### src/design/vmd_pkg.sv
// Shared types and constants for the volume mip box downsampler.
package vmd_pkg;

	localparam int unsigned ChanW  = 32;
	localparam int unsigned SumW   = 35;
	localparam int unsigned NumCh  = 4;
	localparam int unsigned DimW   = 8;
	localparam int unsigned CcntW  = 3;

	typedef enum logic [1:0] {
		REG_HALF_WIDTH    = 2'd0,
		REG_HALF_HEIGHT   = 2'd1,
		REG_HALF_DEPTH    = 2'd2,
		REG_CHANNEL_COUNT = 2'd3
	} reg_idx_t;

	typedef struct packed {
		logic signed [ChanW-1:0] chan_a;
		logic signed [ChanW-1:0] chan_b;
		logic signed [ChanW-1:0] chan_c;
		logic signed [ChanW-1:0] chan_d;
	} in_item_t;

	typedef struct packed {
		logic signed [ChanW-1:0] avg_a;
		logic signed [ChanW-1:0] avg_b;
		logic signed [ChanW-1:0] avg_c;
		logic signed [ChanW-1:0] avg_d;
		logic                    level_done;
	} out_item_t;

	// Control word that the front hands to the back with each voxel.
	typedef struct packed {
		logic first;
		logic last;
		logic done;
	} vox_ctl_t;

endpackage

### src/design/vmd_front.sv
// Front end: walks the source position and classifies each voxel request.
module vmd_front #(
	parameter int unsigned MaxHw = 128,
	parameter int unsigned MaxHh = 128,
	parameter int unsigned MaxHd = 128,
	parameter int unsigned XW    = 8,
	parameter int unsigned YW    = 8,
	parameter int unsigned ZW    = 8
) (
	input  logic                          clk,
	input  logic                          arst_n,
	input  logic                          restart,
	input  logic [vmd_pkg::DimW-1:0]      half_width,
	input  logic [vmd_pkg::DimW-1:0]      half_height,
	input  logic [vmd_pkg::DimW-1:0]      half_depth,
	input  logic                          step,
	output logic [XW-2:0]                 dst_x,
	output logic [YW-2:0]                 dst_y,
	output vmd_pkg::vox_ctl_t             ctl
);
	import vmd_pkg::*;

	logic [XW-1:0] pos_x_q;
	logic [YW-1:0] pos_y_q;
	logic [ZW-1:0] pos_z_q;
	logic [XW-1:0] lim_x;
	logic [YW-1:0] lim_y;
	logic [ZW-1:0] lim_z;
	logic          end_x, end_y, end_z;

	// clamp a half dimension to 1..max, then give the last source coordinate
	always_comb begin
		if (half_width == '0) lim_x = XW'(1);
		else if (32'(half_width) > MaxHw) lim_x = XW'(2*MaxHw-1);
		else lim_x = XW'({half_width, 1'b0} - 9'd1);
		if (half_height == '0) lim_y = YW'(1);
		else if (32'(half_height) > MaxHh) lim_y = YW'(2*MaxHh-1);
		else lim_y = YW'({half_height, 1'b0} - 9'd1);
		if (half_depth == '0) lim_z = ZW'(1);
		else if (32'(half_depth) > MaxHd) lim_z = ZW'(2*MaxHd-1);
		else lim_z = ZW'({half_depth, 1'b0} - 9'd1);
	end

	assign end_x = (pos_x_q == lim_x);
	assign end_y = (pos_y_q == lim_y);
	assign end_z = (pos_z_q == lim_z);

	assign dst_x     = pos_x_q[XW-1:1];
	assign dst_y     = pos_y_q[YW-1:1];
	assign ctl.first = ~(pos_x_q[0] | pos_y_q[0] | pos_z_q[0]);
	assign ctl.last  = pos_x_q[0] & pos_y_q[0] & pos_z_q[0];
	assign ctl.done  = ctl.last & end_x & end_y & end_z;

	always_ff @(posedge clk or negedge arst_n) begin
		if (!arst_n) begin
			pos_x_q <= '0;
			pos_y_q <= '0;
			pos_z_q <= '0;
		end else if (restart) begin
			pos_x_q <= '0;
			pos_y_q <= '0;
			pos_z_q <= '0;
		end else if (step) begin
			if (end_x) begin
				pos_x_q <= '0;
				if (end_y) begin
					pos_y_q <= '0;
					pos_z_q <= end_z ? '0 : pos_z_q + ZW'(1);
				end else begin
					pos_y_q <= pos_y_q + YW'(1);
				end
			end else begin
				pos_x_q <= pos_x_q + XW'(1);
			end
		end
	end

endmodule

### config.mk
export PLATFORM = sky130hd
export DESIGN_NAME = vmd_front
export DESIGN_NICKNAME = d
export VERILOG_FILES = /design/src/design/vmd_pkg.sv /design/src/design/vmd_front.sv
export SDC_FILE = /design/constraint.sdc
export NUM_CORES = 1
export LEC_CHECK = 0
export BUFFER_PORTS_ARGS = -buffer_cell sky130_fd_sc_hd__buf_2
export CAP_MARGIN = 20
export CORE_AREA = 2 2 78 80
export CTS_CLUSTER_DIAMETER = 30
export DETAILED_ROUTE_END_ITERATION = 8
export DIE_AREA = 0 0 80 82
export PLACE_DENSITY = 0.75
export SLEW_MARGIN = 20
export SYNTH_ARGS = -nofsm -noshare
export SYNTH_HDL_FRONTEND = slang
export SYNTH_SLANG_ARGS = --single-unit
export TNS_END_PERCENT = 30
### constraint.sdc
create_clock -name clk -period 6.9 [get_ports clk]
set_input_delay 0 -clock clk [delete_from_list [all_inputs] [get_ports clk]]
set_output_delay 0 -clock clk [all_outputs]
set_load 0.02 [all_outputs]
# [Yosys cells after proc, flatten, opt, wreduce, memory -nomap -nowiden]
# Index checks and enable logic that the tools add are counted.
[op_classes] n_bitwise=8 n_lt_le_gt_ge=3 n_reduce_logical=8 n_eq_ne=3 n_mux=18 add_sub_neg=6
[op_table] operator="8-bit two-way mux" n=18
[op_table] operator="8-bit by 1-bit adder with 8-bit output, second input constant" n=3
[op_table] operator="8-bit equality test" n=3
[op_table] operator="8-bit greater-than comparator, second input constant" n=3
[op_table] operator="8-bit logical NOT" n=3
[op_table] operator="8-bit by 1-bit subtractor with 8-bit output, second input constant" n=3
[op_table] operator="2-bit nonzero test" n=3
[op_table] operator="1-bit bitwise AND" n=5
[op_table] operator="3-bit AND reduction" n=1
[op_table] operator="1-bit bitwise OR" n=2
[op_table] operator="2-bit AND reduction" n=1
[op_table] operator="1-bit NOT" n=1
[word_totals] output_inout_bits=17 ff_bits=24 inputBits=28 word_cells=49

# [Logic depth before layout (Yosys ltp)]
[logic_depth] depth_word=9 depth_mapped=12 depth_no_buf=10

# [Worst setup path after synthesis]
# OpenSTA, ideal clock, no wires.
[synth_timing] path_kind="register to output" startpoint="register pos_z_q[6]" endpoint="output ctl[0] (netlist bit)" path_buffers=0 t_arrival_ns=2.829 required_ns=6.900 slack_ns=4.071 stages_incl_launch_ff=8 path_cell_list="dfrtp_1 > or4b_2 > or4_1 > a22oi_1 > nor3_1 > a211oi_4 > nand2_1 > nor4_1"
[synth_lines] item="start: declaration" line_no="vmd_front.sv:25" text="logic [ZW-1:0] pos_z_q;"
[synth_lines] item="start signal: assignment" line_no="vmd_front.sv:68" text="pos_z_q <= end_z ? '0 : pos_z_q + ZW'(1);"
[synth_lines] item="end: declaration" line_no="vmd_front.sv:19" text="output vmd_pkg::vox_ctl_t ctl"

==> results.cfg <==
[run_status]
status = complete, no violations

[drt]
highest_layer = met4
initialDrtViolationCount = 140
drt-vias-per-instance = 6.21
drc = 0
antenna_left = 0
wl_per_cell_um = 15.5
dr.pass1.iters = 4
num_vias = 2945
finalWirelength_um = 7360
met3RoutedLength_um = 396
wl_met2_um = 3470
wl_met1_um = 3390

[synthesis]
synthCells = 388
async_flop_share_pct = 100
synth_xor_area_share_pct = 5.79
avgSynthCellArea_um2 = 7.79
synth_compound_area_share_pct = 29.3
netlist.area_leader.share_pct = 19.9
synth_top_area_cell = dfrtp_1
synthAdderAreaFrac_pct = 3.31
ys_ff_latch = 24
synth_top_family_by_area = simple AND/OR/NAND/NOR gates
ys_seq_area_share_pct = 19.9
syn_nets = 424
synth_edf_count = 0
synth_ff_type = dfrtp_1
synthTopCellsByArea = dfrtp_1 (20%), xnor2_1 (4.3%), o31ai_1 (4.2%), buf_4 (3.5%), nand3_1 (3.5%)
yosys_warnings = 0
syn_area_um2 = 3020
synth.area.mux_share_pct = 1.08
synth_cell_types = 76
synth_simple_gate_area_share_pct = 30.8
netlist_top_cells_count = dfrtp_1 (24), nor2_1 (24), nand2_1 (23)

[final_layout]
layout.nets = 436
final.fill_count = 548
seq_area_um2 = 601
multi_input_area_um2 = 2130
antenna_cells = 0
synthToLayoutAreaGrowth_pct = 5.67
drive_gt1_share_pct = 18.5

[cts]
clockBufferDepth = 2
cts_tree = done
cts_root_buf = clkbuf_8
cts_resized = 0
cts_hold_buf = 1
cts.sinks = 24
cts_made_buffers = 3
clk_pin_slew_ns = 0.09
clock_latency_ns = 0.28
cts_setup_buffers = 0
h-tree-depth = 1

[timing]
timing.hold.ws_ns = 0.0524
fin_crit_sh_pct = 47.2
finClkSkew_ns = 0.0105
final.min_clock_period_ns = 3.26
drv_slew = 0
rsz0062_at_grt = false
worst_slew_margin_rel_pct = 46.5
finalSetupViolations = 0
timing.fmax_mhz = 307
worstMarginPinSlew_ns = 0.800
finalHoldViolCount = 0
tns_ns = 0

[setup_path]
cp_max_fo = 12
critical_path_buf_inv_count = 1
reg2reg_to = pos_z_q[6]$_DFFE_PN0P_
slowest_delay_ns = 0.69
startpoint_type = flop
crit_arrival_ns = 3.26
timing.rr.start = pos_z_q[5]$_DFFE_PN0P_
crit_chain = or4b_2, or4_1, a22oi_1, nor3_1, a211oi_4, nand2_1, nor4_1, buf_2
ff2ff_setup_slack_ns = 4.03
crit_family = simple AND/OR/NAND/NOR gates
required_ns = 6.90
slowest_stage = or4b_2
worstSetupPathType = reg2out
end_kind = primary output
worstRegToRegCells = 8

[floorplanning]
core_area_um2 = 5750
dieArea_um2 = 6560
pin_count = 45
row_count = 28
initial_core_util_pct = 52.6
die_w_um = 80
die_y_um = 82

[hold_path]
hold_path_end = pos_x_q[1]$_DFFE_PN0P_
min_path_cells = 3
hp-start = step
hold_class = in2reg

[placement]
port_buffers = 44
place_congestion = 0.908
place_hpwl_um = 5450

[grt]
grt_pass1_vias = 2666
grtUsageTotal_pct = 23.7
antenna_found_initial = 0
gr-total-overflow = 0
grt_pass1_wl_um = 12700
grt_max_degree = 25

[flow_run]
maxCapViolations = 0

[power_and_ir_drop]
p_leak_nw = 1.26
power_density_nw_per_um2 = 118
ir_drop_mv = 0.0738
totalPowerFinal_mw = 0.378
## worst reg2reg max path, delay by kind of cell, from the launching register on
kind	cells	cell delay [ns]
and+or+nand+nor	3	1.21
AOI/OAI and AO/OA	5	1.05
DFF	1	0.50
## kinds of logic (layout without fill, tap and decap cells)
family                     Yosys count  in the layout
AOI/OAI and AO/OA                  120            120
xor gates and xnor gates            20             20
adders and majority gates            8              8
buffers and inverters               57             68
DFF                                 24             24
muxes                                3              3
and+or+nand+nor                    156            156
## metal layers
| layer | up-vias | track usage (%) |
|---|---|---|
| met3 | 11 | 2.42 |
| met1 | 1371 | 32.5 |
| met4 | 0 | 6.61 |
| met5 | - | 0 |
| met2 | 85 | 39.8 |
| li1 | 1478 | - |
## stage by stage
step                      setup WS, ns  instances  util, %  cell area [µm²]
after floorplan                   4.07        388        -             3020
after global placement            3.96        469     54.2             3110
after detailed placement          3.98        469     54.2             3110
after CTS                         3.66        474     55.6             3190
after global routing              3.48        474     55.6             3190
final                             3.64        474     55.6             3190
## worst max-delay path by stage
stage | start | to | slack (ns) | depth (start not counted)
floorplan | pos_z_q[6]$_DFFE_PN0P_ | ctl[0] | 4.07 | 7
global placement | pos_z_q[5]$_DFFE_PN0P_ | ctl[0] | 3.96 | 8
detailed placement | pos_z_q[5]$_DFFE_PN0P_ | ctl[0] | 3.98 | 8
CTS | pos_z_q[5]$_DFFE_PN0P_ | ctl[0] | 3.66 | 8
global route | pos_z_q[5]$_DFFE_PN0P_ | ctl[0] | 3.48 | 8
finish | pos_z_q[5]$_DFFE_PN0P_ | ctl[0] | 3.64 | 8
## sequential cells by signal, indices dropped and copies added, names as in the netlist
register and count:
pos_y_q 8, pos_x_q 8, pos_z_q 8
## layout by cell type (no fill, tap or decap), drive strengths merged, types with 5 or more instances in the layout
cell type  instances
a211oi            14
a21oi             13
and2               5
and3               8
buf               44
dfrtp             24
ha                 8
inv               19
nand2             23
nand2b             9
nand3             21
nand4              8
nor2              24
nor2b              9
nor3              13
nor4              11
o211ai             8
o21a               5
o21ai             24
o31ai             17
o32ai              5
or4                6
xnor2             15
xor2               5
## report_power, final
group	leakage [nW]	switching (mW)	internal, mW
clock network	0.0357	0.0496	0.0778
logic	0.892	0.0627	0.0381
registers	0.332	0.00653	0.144
total	1.26	0.119	0.260
## final cells by class
cell class              count  share of cell area, %
multi-input cells         307                   66.6
flip-flops and latches     24                   18.8
repair buffers             45                   7.21
well taps                  75                   2.94
inverters                  19                   2.23
clock buffers               3                   1.29
clock inverters             1                  0.940
Note: power is estimated with default switching activity, not from simulation.
